## src/rtl/core/rle_column_directory_builder_top_macros.svh

```systemverilog
// assertion macros for the column directory builder
`ifndef RLE_COLUMN_DIRECTORY_BUILDER_TOP_MACROS_SVH
`define RLE_COLUMN_DIRECTORY_BUILDER_TOP_MACROS_SVH
`ifndef SYNTHESIS
`define RCDB_ASSERT_IMPLIES(label, clk, rst_n, ante, cons) \
	label: assert property (@(posedge clk) disable iff (!rst_n) (ante) |-> (cons)) \
		else $error("assertion failed: same-cycle implication");
`define RCDB_ASSERT_NEXT(label, clk, rst_n, ante, cons) \
	label: assert property (@(posedge clk) disable iff (!rst_n) (ante) |=> (cons)) \
		else $error("assertion failed: next-cycle implication");
`else
`define RCDB_ASSERT_IMPLIES(label, clk, rst_n, ante, cons)
`define RCDB_ASSERT_NEXT(label, clk, rst_n, ante, cons)
`endif
`endif

```

## src/rtl/core/rcdb_pkg.sv

```systemverilog
// shared types, constants and helpers of the column directory builder
package rcdb_pkg;

	localparam int unsigned OFS_W   = 24;
	localparam int unsigned POS_W   = 12;
	localparam int unsigned WORD_W  = 16;
	localparam int unsigned SIDE_W  = 13;
	localparam int unsigned MAX_SIDE = 4096;
	localparam int unsigned CFG_IDX_W = 2;

	localparam logic [CFG_IDX_W-1:0] CFG_WIDTH_X = 2'd0;
	localparam logic [CFG_IDX_W-1:0] CFG_DEPTH_Z = 2'd1;

	typedef enum logic [1:0] {
		PH_COUNT = 2'd0,
		PH_TEX   = 2'd1,
		PH_ALL   = 2'd3
	} phase_t;

	typedef struct packed {
		logic [POS_W-1:0]  x;
		logic [POS_W-1:0]  z;
		logic [OFS_W-1:0]  offset;
		logic [WORD_W-1:0] count;
		logic [WORD_W-1:0] frw;
		logic              status;
		logic              last;
	} entry_t;

	typedef struct packed {
		logic first;
		logic second;
	} push_t;

	// 0 counts as 1, anything above the largest side saturates
	function automatic logic [SIDE_W-1:0] side_clamp(input logic [SIDE_W-1:0] v);
		logic [SIDE_W-1:0] r;
		r = v;
		if (v == '0) begin
			r = SIDE_W'(1);
		end else if (v > SIDE_W'(MAX_SIDE)) begin
			r = SIDE_W'(MAX_SIDE);
		end
		return r;
	endfunction

endpackage

```

## src/rtl/core/rcdb_front.sv

```systemverilog
// front end: tracks column boundaries in the word stream and forms directory entries
module rcdb_front (
	input  logic                              clk,
	input  logic                              arst_n,
	input  logic                              accept,
	input  logic [rcdb_pkg::WORD_W-1:0]       slab_word,
	input  logic                              end_of_stream,
	input  logic [rcdb_pkg::SIDE_W-1:0]       side_x,
	input  logic [rcdb_pkg::SIDE_W-1:0]       side_z,
	output rcdb_pkg::push_t                   push,
	output rcdb_pkg::entry_t                  slot0,
	output rcdb_pkg::entry_t                  slot1
);

	logic [rcdb_pkg::POS_W-1:0]  pos_x_q, pos_x_d;
	logic [rcdb_pkg::POS_W-1:0]  pos_z_q, pos_z_d;
	logic [rcdb_pkg::OFS_W-1:0]  word_ofs_q, word_ofs_d;
	logic [rcdb_pkg::OFS_W-1:0]  ncs_q, ncs_d;
	rcdb_pkg::phase_t            phase_q, phase_d;
	logic                        pend_valid_q, pend_valid_d;
	logic [rcdb_pkg::OFS_W-1:0]  pend_ofs_q, pend_ofs_d;
	logic [rcdb_pkg::WORD_W-1:0] pend_cnt_q, pend_cnt_d;
	logic [rcdb_pkg::POS_W-1:0]  pend_x_q, pend_x_d;
	logic [rcdb_pkg::POS_W-1:0]  pend_z_q, pend_z_d;
	logic                        done_q, done_d;

	logic                        live;
	logic                        hit_pend;
	logic                        fin_hit;
	logic                        x_wrap;
	logic                        z_wrap;
	logic                        have_a, have_b, have_c;
	rcdb_pkg::entry_t            ent_a, ent_b, ent_c;

	assign live     = accept && !done_q;
	assign hit_pend = pend_valid_q && (phase_q != rcdb_pkg::PH_TEX)
		&& (word_ofs_q == pend_ofs_q + rcdb_pkg::OFS_W'(2));
	assign fin_hit  = hit_pend && (phase_q == rcdb_pkg::PH_ALL);
	assign x_wrap   = ({1'b0, pos_x_q} + rcdb_pkg::SIDE_W'(1)) >= side_x;
	assign z_wrap   = ({1'b0, pos_z_q} + rcdb_pkg::SIDE_W'(1)) >= side_z;

	// next state
	always_comb begin
		pos_x_d      = pos_x_q;
		pos_z_d      = pos_z_q;
		word_ofs_d   = word_ofs_q;
		ncs_d        = ncs_q;
		phase_d      = phase_q;
		pend_valid_d = pend_valid_q;
		pend_ofs_d   = pend_ofs_q;
		pend_cnt_d   = pend_cnt_q;
		pend_x_d     = pend_x_q;
		pend_z_d     = pend_z_q;
		done_d       = done_q;
		if (live) begin
			if (hit_pend) begin
				pend_valid_d = 1'b0;
			end
			if (fin_hit) begin
				done_d = 1'b1;
			end else begin
				unique case (phase_q)
					rcdb_pkg::PH_COUNT: begin
						if (word_ofs_q == ncs_q) begin
							pend_valid_d = 1'b1;
							pend_ofs_d   = word_ofs_q;
							pend_cnt_d   = slab_word;
							pend_x_d     = pos_x_q;
							pend_z_d     = pos_z_q;
							phase_d      = (x_wrap && z_wrap) ? rcdb_pkg::PH_ALL
								: rcdb_pkg::PH_TEX;
						end
					end
					rcdb_pkg::PH_TEX: begin
						if (word_ofs_q == pend_ofs_q + rcdb_pkg::OFS_W'(1)) begin
							ncs_d = pend_ofs_q + rcdb_pkg::OFS_W'(pend_cnt_q)
								+ rcdb_pkg::OFS_W'(slab_word) + rcdb_pkg::OFS_W'(2);
							if (x_wrap) begin
								pos_x_d = '0;
								pos_z_d = z_wrap ? '0 : pos_z_q + rcdb_pkg::POS_W'(1);
							end else begin
								pos_x_d = pos_x_q + rcdb_pkg::POS_W'(1);
							end
							phase_d = rcdb_pkg::PH_COUNT;
						end
					end
					rcdb_pkg::PH_ALL: begin
					end
					default: begin
					end
				endcase
				if (end_of_stream) begin
					pend_valid_d = 1'b0;
					done_d       = 1'b1;
				end
			end
			word_ofs_d = word_ofs_q + rcdb_pkg::OFS_W'(1);
		end
	end

	// entries and push flags
	always_comb begin
		have_a = live && hit_pend;
		have_b = live && !fin_hit && end_of_stream && (pend_valid_q && !hit_pend
			|| phase_q == rcdb_pkg::PH_COUNT && word_ofs_q == ncs_q);
		have_c = live && !fin_hit && end_of_stream && (phase_d == rcdb_pkg::PH_COUNT);

		ent_a = '{x: pend_x_q, z: pend_z_q, offset: pend_ofs_q, count: pend_cnt_q,
			frw: slab_word, status: 1'b0, last: 1'b0};
		ent_b = '{x: pend_x_d, z: pend_z_d, offset: pend_ofs_d, count: pend_cnt_d,
			frw: '0, status: 1'b1, last: 1'b0};
		ent_c = '{x: pos_x_d, z: pos_z_d, offset: ncs_d, count: '0,
			frw: '0, status: 1'b1, last: 1'b0};

		push.first  = have_a || have_b || have_c;
		push.second = (have_a && (have_b || have_c)) || (have_b && have_c);

		if (have_a) begin
			slot0 = ent_a;
			slot1 = have_b ? ent_b : ent_c;
		end else begin
			slot0 = have_b ? ent_b : ent_c;
			slot1 = ent_c;
		end
		slot0.last = !push.second;
		slot1.last = 1'b1;
	end

	always_ff @(posedge clk or negedge arst_n) begin
		if (!arst_n) begin
			pos_x_q      <= '0;
			pos_z_q      <= '0;
			word_ofs_q   <= '0;
			ncs_q        <= '0;
			phase_q      <= rcdb_pkg::PH_COUNT;
			pend_valid_q <= 1'b0;
			pend_ofs_q   <= '0;
			pend_cnt_q   <= '0;
			pend_x_q     <= '0;
			pend_z_q     <= '0;
			done_q       <= 1'b0;
		end else begin
			pos_x_q      <= pos_x_d;
			pos_z_q      <= pos_z_d;
			word_ofs_q   <= word_ofs_d;
			ncs_q        <= ncs_d;
			phase_q      <= phase_d;
			pend_valid_q <= pend_valid_d;
			pend_ofs_q   <= pend_ofs_d;
			pend_cnt_q   <= pend_cnt_d;
			pend_x_q     <= pend_x_d;
			pend_z_q     <= pend_z_d;
			done_q       <= done_d;
		end
	end

endmodule

```

## src/rtl/core/rcdb_queue.sv

```systemverilog
// entry queue: two writes and one read per cycle
module rcdb_queue #(
	parameter int unsigned DEPTH = 4
) (
	input  logic             clk,
	input  logic             arst_n,
	input  rcdb_pkg::push_t  push,
	input  rcdb_pkg::entry_t slot0,
	input  rcdb_pkg::entry_t slot1,
	output logic             room2,
	output logic             head_valid,
	output rcdb_pkg::entry_t head,
	input  logic             pop
);

	localparam int unsigned PTR_W = (DEPTH > 1) ? $clog2(DEPTH) : 1;
	localparam int unsigned LVL_W = $clog2(DEPTH + 1);

	rcdb_pkg::entry_t   mem_q [DEPTH];
	logic [PTR_W-1:0]   wr_ptr_q;
	logic [PTR_W-1:0]   rd_ptr_q;
	logic [LVL_W-1:0]   level_q;
	logic [PTR_W-1:0]   wr_ptr_1;
	logic [PTR_W-1:0]   wr_ptr_2;
	logic [PTR_W-1:0]   rd_ptr_1;

	// pointer step, wraps at the queue depth (any depth of two or more)
	function automatic logic [PTR_W-1:0] ptr_step(input logic [PTR_W-1:0] p);
		return (p == PTR_W'(DEPTH - 1)) ? '0 : p + PTR_W'(1);
	endfunction

	assign wr_ptr_1   = ptr_step(wr_ptr_q);
	assign wr_ptr_2   = ptr_step(wr_ptr_1);
	assign rd_ptr_1   = ptr_step(rd_ptr_q);
	assign room2      = (LVL_W'(DEPTH) - level_q) >= LVL_W'(2);
	assign head_valid = level_q != '0;
	assign head       = mem_q[rd_ptr_q];

	always_ff @(posedge clk) begin
		if (push.first) begin
			mem_q[wr_ptr_q] <= slot0;
		end
		if (push.second) begin
			mem_q[wr_ptr_1] <= slot1;
		end
	end

	always_ff @(posedge clk or negedge arst_n) begin
		if (!arst_n) begin
			wr_ptr_q <= '0;
			rd_ptr_q <= '0;
			level_q  <= '0;
		end else begin
			if (push.second) begin
				wr_ptr_q <= wr_ptr_2;
			end else if (push.first) begin
				wr_ptr_q <= wr_ptr_1;
			end
			if (pop) begin
				rd_ptr_q <= rd_ptr_1;
			end
			level_q <= level_q + LVL_W'(push.first) + LVL_W'(push.second)
				- LVL_W'(pop);
		end
	end

endmodule

```

## src/rtl/core/rle_column_directory_builder_top.sv

```systemverilog
// column directory builder top level: config registers, front end and entry queue
// an entry is registered into the queue with the word that completes it, then offered in order
// throughput: one slab word per cycle; entries leave at one per cycle while out_ready is high
// entries wait in a QUEUE_DEPTH queue; in_ready drops only while fewer than two slots are free
// reset: asynchronous, clears the walk state, queue and registers (both sides read 1)
`include "rle_column_directory_builder_top_macros.svh"
module rle_column_directory_builder_top #(
	parameter int unsigned QUEUE_DEPTH = 4
) (
	input  logic                               clk,
	input  logic                               arst_n,
	// configuration write port
	input  logic                               cfg_we,
	input  logic [rcdb_pkg::CFG_IDX_W-1:0]     cfg_index,
	input  logic [rcdb_pkg::SIDE_W-1:0]        cfg_data,
	// slab word stream
	input  logic                               in_valid,
	output logic                               in_ready,
	input  logic [rcdb_pkg::WORD_W-1:0]        slab_word,
	input  logic                               end_of_stream,
	// directory entries
	output logic                               out_valid,
	input  logic                               out_ready,
	output logic [rcdb_pkg::POS_W-1:0]         column_x,
	output logic [rcdb_pkg::POS_W-1:0]         column_z,
	output logic [rcdb_pkg::OFS_W-1:0]         column_offset,
	output logic [rcdb_pkg::WORD_W-1:0]        run_count,
	output logic [rcdb_pkg::WORD_W-1:0]        first_run_word,
	output logic                               entry_status,
	output logic                               last_of_run
);

	// map sides, stored already clamped to the legal range
	logic [rcdb_pkg::SIDE_W-1:0] side_x_q;
	logic [rcdb_pkg::SIDE_W-1:0] side_z_q;

	logic             in_xact;
	logic             room2;
	rcdb_pkg::push_t  push;
	rcdb_pkg::entry_t slot0;
	rcdb_pkg::entry_t slot1;
	rcdb_pkg::entry_t head;

	always_ff @(posedge clk or negedge arst_n) begin
		if (!arst_n) begin
			side_x_q <= rcdb_pkg::SIDE_W'(1);
			side_z_q <= rcdb_pkg::SIDE_W'(1);
		end else if (cfg_we) begin
			unique case (cfg_index)
				rcdb_pkg::CFG_WIDTH_X: side_x_q <= rcdb_pkg::side_clamp(cfg_data);
				rcdb_pkg::CFG_DEPTH_Z: side_z_q <= rcdb_pkg::side_clamp(cfg_data);
				default: begin
				end
			endcase
		end
	end

	// the front end can always take a word when the queue has room for the
	// worst case of two entries from one transaction
	assign in_ready = room2;
	assign in_xact  = in_valid && in_ready;

	// front end: offset tracking, column boundaries, entry formation
	rcdb_front u_front (
		.clk           (clk),
		.arst_n        (arst_n),
		.accept        (in_xact),
		.slab_word     (slab_word),
		.end_of_stream (end_of_stream),
		.side_x        (side_x_q),
		.side_z        (side_z_q),
		.push          (push),
		.slot0         (slot0),
		.slot1         (slot1)
	);

	// back end: queue drains one entry per output transaction
	rcdb_queue #(
		.DEPTH (QUEUE_DEPTH)
	) u_queue (
		.clk        (clk),
		.arst_n     (arst_n),
		.push       (push),
		.slot0      (slot0),
		.slot1      (slot1),
		.room2      (room2),
		.head_valid (out_valid),
		.head       (head),
		.pop        (out_valid && out_ready)
	);

	assign column_x       = head.x;
	assign column_z       = head.z;
	assign column_offset  = head.offset;
	assign run_count      = head.count;
	assign first_run_word = head.frw;
	assign entry_status   = head.status;
	assign last_of_run    = head.last;

	// entries are only formed from an accepted word
	`RCDB_ASSERT_IMPLIES(a_push_needs_xact, clk, arst_n, push.first, in_xact)
	// a second entry never comes without a first
	`RCDB_ASSERT_IMPLIES(a_push_order, clk, arst_n, push.second, push.first)
	// after the final word the directory is closed for good
	`RCDB_ASSERT_NEXT(a_quiet_after_end, clk, arst_n, in_xact && end_of_stream, !push.first)

endmodule
```

## config.mk

```make
export PLATFORM = sky130hd
export DESIGN_NAME = rle_column_directory_builder_top
export DESIGN_NICKNAME = d
export VERILOG_FILES = /design/src/rtl/core/rcdb_pkg.sv /design/src/rtl/core/rcdb_front.sv /design/src/rtl/core/rcdb_queue.sv /design/src/rtl/core/rle_column_directory_builder_top.sv
export VERILOG_INCLUDE_DIRS = /design/src /design/src/rtl/core
export SDC_FILE = /design/constraint.sdc
export NUM_CORES = 1
export LEC_CHECK = 0
export ABC_AREA = 1
export BUFFER_PORTS_ARGS = -buffer_cell sky130_fd_sc_hd__buf_2
export CAP_MARGIN = 20
export CORE_MARGIN = 2
export CORE_UTILIZATION = 40
export DETAILED_ROUTE_END_ITERATION = 8
export SLEW_MARGIN = 20
export SYNTH_ARGS = -nofsm -noshare
export SYNTH_HDL_FRONTEND = slang
export SYNTH_SLANG_ARGS = --single-unit
```

## constraint.sdc

```tcl
create_clock -name clk -period 5.25 [get_ports clk]
set_input_delay 0.525 -clock clk [delete_from_list [all_inputs] [get_ports clk]]
set_output_delay 0.525 -clock clk [all_outputs]
set_load 0.01 [all_outputs]
```

* After elaboration in Yosys (flattened, before gate mapping)
Memories as Yosys holds them, arrays and structs flattened.
Cells that the tools add are included.
** Word-level totals
- RAM bits :: 328
- Register bits :: 173
- Output and inout port bits :: 84
- Memories :: 1
- Input port bits :: 37
- Logic and storage cells :: 141
** Memories
- u_queue.mem_q :: depth 4, bits a word 82, rd ports 1, clocked after memory_dff 0, write ports 2, line rcdb_queue.sv:19 : rcdb_pkg::entry_t mem_q [DEPTH];
** Cells by class
- Magnitude comparators :: 4
- Multiplexer cells :: 58
- Equal/unequal tests :: 10
- $add $sub $neg :: 17
- Reduce and logical (&&, ||, !) cells :: 35
** Operators with widths (count)
- $mux 82 :: 3
- $mux 12 :: 19
- $mux 24 :: 8
- $eq 24x24->1 :: 3
- $mux 16 :: 4
- $add 24x1->24 const B :: 2
- $add 24x16->24 :: 2
- $add 24x2->24 const B :: 2
- $add 12x1->13 const B :: 2
- $ge 13x13->1 :: 2
- $mux 13 :: 2
- $add 12x1->12 const B :: 2
- $mux 2 :: 10
- $logic_and 1x1->1 :: 16
- $gt 13x13->1 const B :: 1
- $logic_not 13->1 :: 1
- $mux 1 :: 11
- $eq 2x2->1 const B :: 4
- $add 2x1->2 const B :: 3
- $add 3x1->3 :: 2
- $logic_not 2->1 :: 3
- $reduce_and 2->1 :: 3
- $logic_or 1x1->1 :: 5
- $eq 2x1->1 const B :: 2
- 8 further kinds :: 12

* Longest topological paths before layout
- Depth in word-level cells :: 15
- Depth in mapped cells :: 27
- Depth with buffers taken out :: 25

* Modules after synthesis
From an unflattened synthesis, not the netlist that was laid out.
** Second synthesis, totals
- Cells, all modules :: 4243
- Area total of the unflattened synthesis :: 32014.5 sq um
** By module, submodules not included
- rcdb_queue :: cells each 1999, sequential area each 10024.6 sq um, instances 1, area an instance 17538.1 sq um
- rcdb_front :: cells each 2111, sequential area each 3503.4 sq um, instances 1, area an instance 13340.3 sq um
- rle_column_directory_builder_top :: cells each 133, sequential area each 653.1 sq um, instances 1, area an instance 1136.1 sq um

* Worst setup path before layout
No wires, ideal clock.
- Path kind :: register to register
- Start point :: register u_front.pos_z_q[1] (netlist name)
- End point :: memory u_queue.mem_q[3][18] (netlist name), enable pin
- Required time :: 4557 ps
- Data arrival time :: 4274 ps
- Buffers on the path :: 1
- Setup time :: 693 ps
- Stages on the path, launching flop included :: 23
- Setup slack :: 283 ps
- Path through :: dfrtp_1 inv_1 nor3_1 nand4_1 nor2_1 nand4_1 xor2_1 inv_1 ha_1 nand2_1 nor3_1 a21oi_1 nand3_1 nand4_1 nand2_1 inv_1 nand3_1 nor2_1 nand2_2 nand2_8 nand2_2 clkbuf_1 nand2_1
** RTL lines
- start, declared :: line rcdb_front.sv:16 : logic [rcdb_pkg::POS_W-1:0] pos_z_q, pos_z_d;
- start signal, assigned :: line rcdb_front.sv:144 : pos_z_q <= pos_z_d;
- end, declared :: line rcdb_queue.sv:19

* Worst setup path in the final report
- Start point :: register u_front.pos_z_q[0] (netlist name)
- End point :: register u_queue.level_q[2]
** On the way
- Longest elaborated chain between the ends :: 15
** RTL lines
- $add 12x1->13 (*) :: line rcdb_front.sv:40 : assign z_wrap = ({1'b0, pos_z_q} + rcdb_pkg::SIDE_W'(1)) >= side_z;
- $ge 13x13->1 (*) :: line rcdb_front.sv:40
- $logic_and 1x1->1 (*) :: line rcdb_front.sv:70 : phase_d = (x_wrap && z_wrap) ? rcdb_pkg::PH_ALL
- $mux 2 (*) :: line rcdb_front.sv:70
- $mux 2 (*) :: line rcdb_front.sv:64 : if (word_ofs_q == ncs_q) begin
- $pmux 2 s2 (*) :: line rcdb_front.sv:62 : unique case (phase_q)
- $mux 2 (*) :: line rcdb_front.sv:59 : if (fin_hit) begin
- $mux 2 (*) :: line rcdb_front.sv:55 : if (live) begin
- named net u_front.phase_d[1] :: line rcdb_front.sv:19 : rcdb_pkg::phase_t phase_q, phase_d;
- $logic_not 2->1 (*) :: line rcdb_front.sv:106 : have_c = live && !fin_hit && end_of_stream && (phase_d == rcdb_pkg::PH_COUNT);
- $logic_and 1x1->1 (*) :: line rcdb_front.sv:106
- parallel branches: the longest is 3 deep, another holds $add 3x1->3
- $add 3x1->3 (*) :: line rcdb_queue.sv:62 : level_q <= level_q + LVL_W'(push.first) + LVL_W'(push.second)
- $sub 3x1->3 (*) :: line rcdb_queue.sv:63 : - LVL_W'(pop);
- end signal, assigned :: line rcdb_queue.sv:62
- end, declared :: line rcdb_queue.sv:22 : logic [LVL_W-1:0] level_q;
Mark *: on every way through the listed nets, which the timed path passes.
A chain may end at the register's enable or synchronous reset.

==> summary.md <==
| Metric | Value |
|---|---|
| Most used cells in the layout excluding fill and tap cells | sky130_fd_sc_hd__nand2_1, sky130_fd_sc_hd__nand3_1, sky130_fd_sc_hd__nor2_1 |
| Final TNS setup | 0 ns |
| Die Span Y | about 280 microns |
| Met3 Resource Use GR | 4.23% |
| DR WL/cell | 20.6 microns |
| Filler cell count | 7499 |
| Full die area | 78000 sq um |
| Pwr/cell area | 322 nW/um^2 |
| Combined global-route utilization of all metal layers | 26.7% |
| Port Buffer Count | 120 |
| Routing layer with the top usage in global route | met2 |
| Leakage power | 14.7 nW |
| Fraction of final layout cells sized beyond drive strength 1 | roughly 9% |
| Deepest clock path buffer count | 3 |
| H-tree depth | 2 |
| Portion of the post-synthesis area used by sequential elements | 44.4% |
| Total count of max-transition violations in the final report | 0 |
| Type of the setup path with the least slack | flip-flop to flip-flop |
| Biggest fanout along the worst timing path | 9 |
| Setup Fix Bufs, Post-CTS | 0 |
| Data arrival time of the critical path | 5.23 ns |
| Placement Setup Slack | 0.564 ns |
| Worst hold stages | 2 |
| Antenna violations before repair | 1 |
| Count of cells resized by post-cts repair | 0 |
| RR Endpoint | u_queue.level_q[2] |
| Endpoint of the worst hold-timing path | u_front.pend_valid_q |
| Met2 routing resource usage after global routing | between 40% and 50% |
| Vias in the first global route | 26500 |
| Gate Count Post-Synth | 4103 |
| Register area | 13500 sq um |
| Wire length reported by the detailed router | approximately 110000 microns |
| Global-route wire length before repair | about 160000 microns |
| Maximum VDD drop | roughly 0.27 mV |
| Post-layout util | 45.3% |
| Element type at the critical path start | flip-flop |
| Post-Synthesis Net Count | 4218 |
| Chip Width | 279 microns |
| Number of nets at the end of the flow | 4233 |
| Unique cell type count in the Yosys netlist | 48 |
| Class of the tightest hold or removal check | primary input to flip-flop |
| Worst EP required | between 5 and 6 ns |
| Placed instance count | ~5000 |
| Global-route met1 utilization | 37.4% |
| Clk root buf | sky130_fd_sc_hd__clkbuf_16 |
| Clock transition at the registers of the reported paths | 0.06 ns |
| Gp weighted congestion | 0.947 |
| Antenna diode instance count | 0 |
| Yosys synthesis warning count | 0 |
| Residual overflow from global routing | 0 |
| Outcome | completed |
| Final worst clock skew | about 0.024 ns |
| # DRC | 0 |
| Largest net degree at the start of global routing | 105 |
| First-pass iteration count of the detailed router | 6 |
| Clock latency of the later-clocked register in the worst-skew pair | 0.65 ns |
| Post-synthesis area per instance | 7.39 sq um |
| Antenna-violating nets left | 0 |
| Highest achievable clock rate | ~210 MHz |
| Clock Sinks | around 500 |
| Area of the core | 74700 sq um |
| Post-Synthesis Cell Area | 30300 sq um |
| Initial cell density of the core | 40.6% |
| Setup repair after global routing missed its margin | no |
| Worst-case reg-to-reg path depth | 23 |
| Inserted Clock Buffers | 57 |
| Number of synthesized register bits | roughly 500 |
| Row Count | 100 |
| Reg2reg setup slack | 0.52 ns |
| Final period demand of the worst path | 4.73 ns |
| Total area of multi-input combinational cells | about 15000 sq um |
| Crit end category | flip-flop |
| Final period util | around nine tenths |
| Number of vias in the routed layout | 28100 |
| Boundary Pins | 121 |
| Hold_sp | end_of_stream |
| Vias per std cell | 5.46 |
| Reg2Reg Launch Point | u_front.pos_z_q[0] |
| Area growth syn-to-layout | 11.6% |
| Non-Filler Instances | 5136 |
| Transition time at the pin with the least slew margin | 0.992 ns |
| CTS tree | yes |
| Max-cap violations | 0 |
| Hold Vio Cnt, Final | 0 |
| Number of endpoints failing setup at the final stage | 0 |
| Starting DRT DRC Count | 3077 |
| Final setup margin | 0.522 ns |
| Leading cell type in the layout, fill and taps excluded | sky130_fd_sc_hd__nand2_1 |
| Relative slew margins | 33.8% |
| Placed wire-length estimate | approximately 70000 microns |
## logic make-up (layout without fill, tap and decap cells)
group           after synthesis  in the layout  synth area share (%)
compound gates              524            524                  9.13
xor+xnor                     97             97                  2.80
fa+ha+maj                    78             78                  3.67
buf+inv                     551            615                  7.55
flops                       501            501                  44.4
mux                           1              1                0.0372
simple gates               2351           2351                  32.4
## worst max-delay path by stage
stage	start	endpoint	slack, ns	depth (start not counted)
after CTS	u_front.pos_z_q[0]	u_queue.mem_q[2][78]	0.54	22
final	u_front.pos_z_q[0]	u_queue.level_q[2]	0.52	23
after detailed placement	u_front.pos_z_q[0]	u_queue.mem_q[2][73]	0.56	22
after floorplan	u_front.pos_z_q[1]	u_queue.mem_q[3][18]	0.28	22
after global placement	u_front.pos_z_q[0]	u_queue.mem_q[2][73]	0.69	22
after global routing	u_front.pos_z_q[0]	u_queue.level_q[2]	0.06	23
## synth_stat cells (all sizes together)
cell / count / share of area (%)
fa: 18 / 1.2
dfxtp: 72 / 4.8
a21oi: 127 / 2.1
dfrtp: 171 / 14
o31ai: 1 / 0.025
o21ai: 306 / 5.1
or2: 26 / 0.54
nor4: 11 / 0.23
dfstp: 2 / 0.17
nand3b: 12 / 0.31
o221ai: 2 / 0.058
a21boi: 1 / 0.025
ha: 60 / 2.5
inv: 314 / 3.9
edfxtp: 256 / 25
a21o: 3 / 0.074
nor2: 441 / 5.7
and3: 1 / 0.021
nand4: 39 / 0.81
nor3b: 1 / 0.025
mux2: 1 / 0.037
a211oi: 1 / 0.025
nor3: 22 / 0.36
o22ai: 77 / 1.6
buf: 108 / 2.1
o21bai: 2 / 0.050
clkbuf: 126 / 1.6
nand2: 1342 / 17
nand3: 456 / 7.5
xnor2: 23 / 0.66
xor2: 74 / 2.1
a31oi: 3 / 0.062
clkinv: 3 / 0.037
o211ai: 1 / 0.025
## layout make-up
type	count	share of cell area [%]
inverters	317	3.53
clock inverters	28	1.00
repair buffers	190	4.07
multi-input cells	3051	43.2
flip-flops and latches	501	39.8
clock buffers	80	4.83
well taps	969	3.58
## per-layer routing
layer | wire length (microns) | part of all wire, %
met1 | 45900 | 44
met5 | 0 | 0
met4 | 3240 | 3.1
met2 | 47200 | 45
met3 | 9190 | 8.7
## through the flow
| step | power, mW | instance area [sq um] | hold slack [ns] |
|---|---|---|---|
| 4_1_cts | 10.9 | 33800 | 0.112 |
| 2_1_floorplan | 5.68 | 30300 | 0.229 |
| 5_1_grt | 11.3 | 33800 | 0.151 |
| 3_3_place_gp | 6.70 | 31800 | 0.446 |
| 6_report | 10.9 | 33800 | 0.133 |
| 3_5_place_dp | 6.72 | 31800 | 0.450 |
## critical path, stage by stage (launching register included)
cell and delay [ns]:
sky130_fd_sc_hd__dfrtp_1 0.44, sky130_fd_sc_hd__inv_1 0.08, sky130_fd_sc_hd__nor3_1 0.35, sky130_fd_sc_hd__nand4_1 0.18, sky130_fd_sc_hd__nor2_1 0.23, sky130_fd_sc_hd__nand4_1 0.14
sky130_fd_sc_hd__xor2_1 0.19, sky130_fd_sc_hd__inv_1 0.07, sky130_fd_sc_hd__ha_1 0.29, sky130_fd_sc_hd__nand2_1 0.09, sky130_fd_sc_hd__o21ai_0 0.09, sky130_fd_sc_hd__a21oi_1 0.12
sky130_fd_sc_hd__nand3_1 0.29, sky130_fd_sc_hd__nand4_1 0.20, sky130_fd_sc_hd__nand2_1 0.08, sky130_fd_sc_hd__inv_1 0.07, sky130_fd_sc_hd__nand2_1 0.13, sky130_fd_sc_hd__nand2_4 0.18
sky130_fd_sc_hd__inv_1 0.09, sky130_fd_sc_hd__ha_1 0.27, sky130_fd_sc_hd__inv_1 0.05, sky130_fd_sc_hd__fa_1 0.40, sky130_fd_sc_hd__fa_1 0.38, sky130_fd_sc_hd__xor2_1 0.17
## report_power, final
part,leakage [nW],internal (mW),switching (mW)
logic,9.16,0.701,1.67
clock network,0.972,2.47,1.75
registers,4.59,4.17,0.115
## flip-flops by register name, summed over array words and instances (netlist names)
register / cells
u_front.done_q: 1
u_queue.rd_ptr_q: 2
u_front.pend_z_q: 12
u_front.pos_x_q: 12
u_front.pend_cnt_q: 16
u_front.pos_z_q: 12
side_x_q: 13
u_front.pend_valid_q: 1
u_queue.mem_q: 328
u_front.phase_q: 2
side_z_q: 13
u_front.ncs_q: 24
u_front.pend_x_q: 12
u_queue.level_q: 3
u_queue.wr_ptr_q: 2
u_front.pend_ofs_q: 24
u_front.word_ofs_q: 24
## timing repair
item	CTS	global route
setup endpoints to repair	0	0
endpoints found under the hold margin	69	0
hold buffers	1	0
No activity file was read; power rests on OpenSTA's default activity.
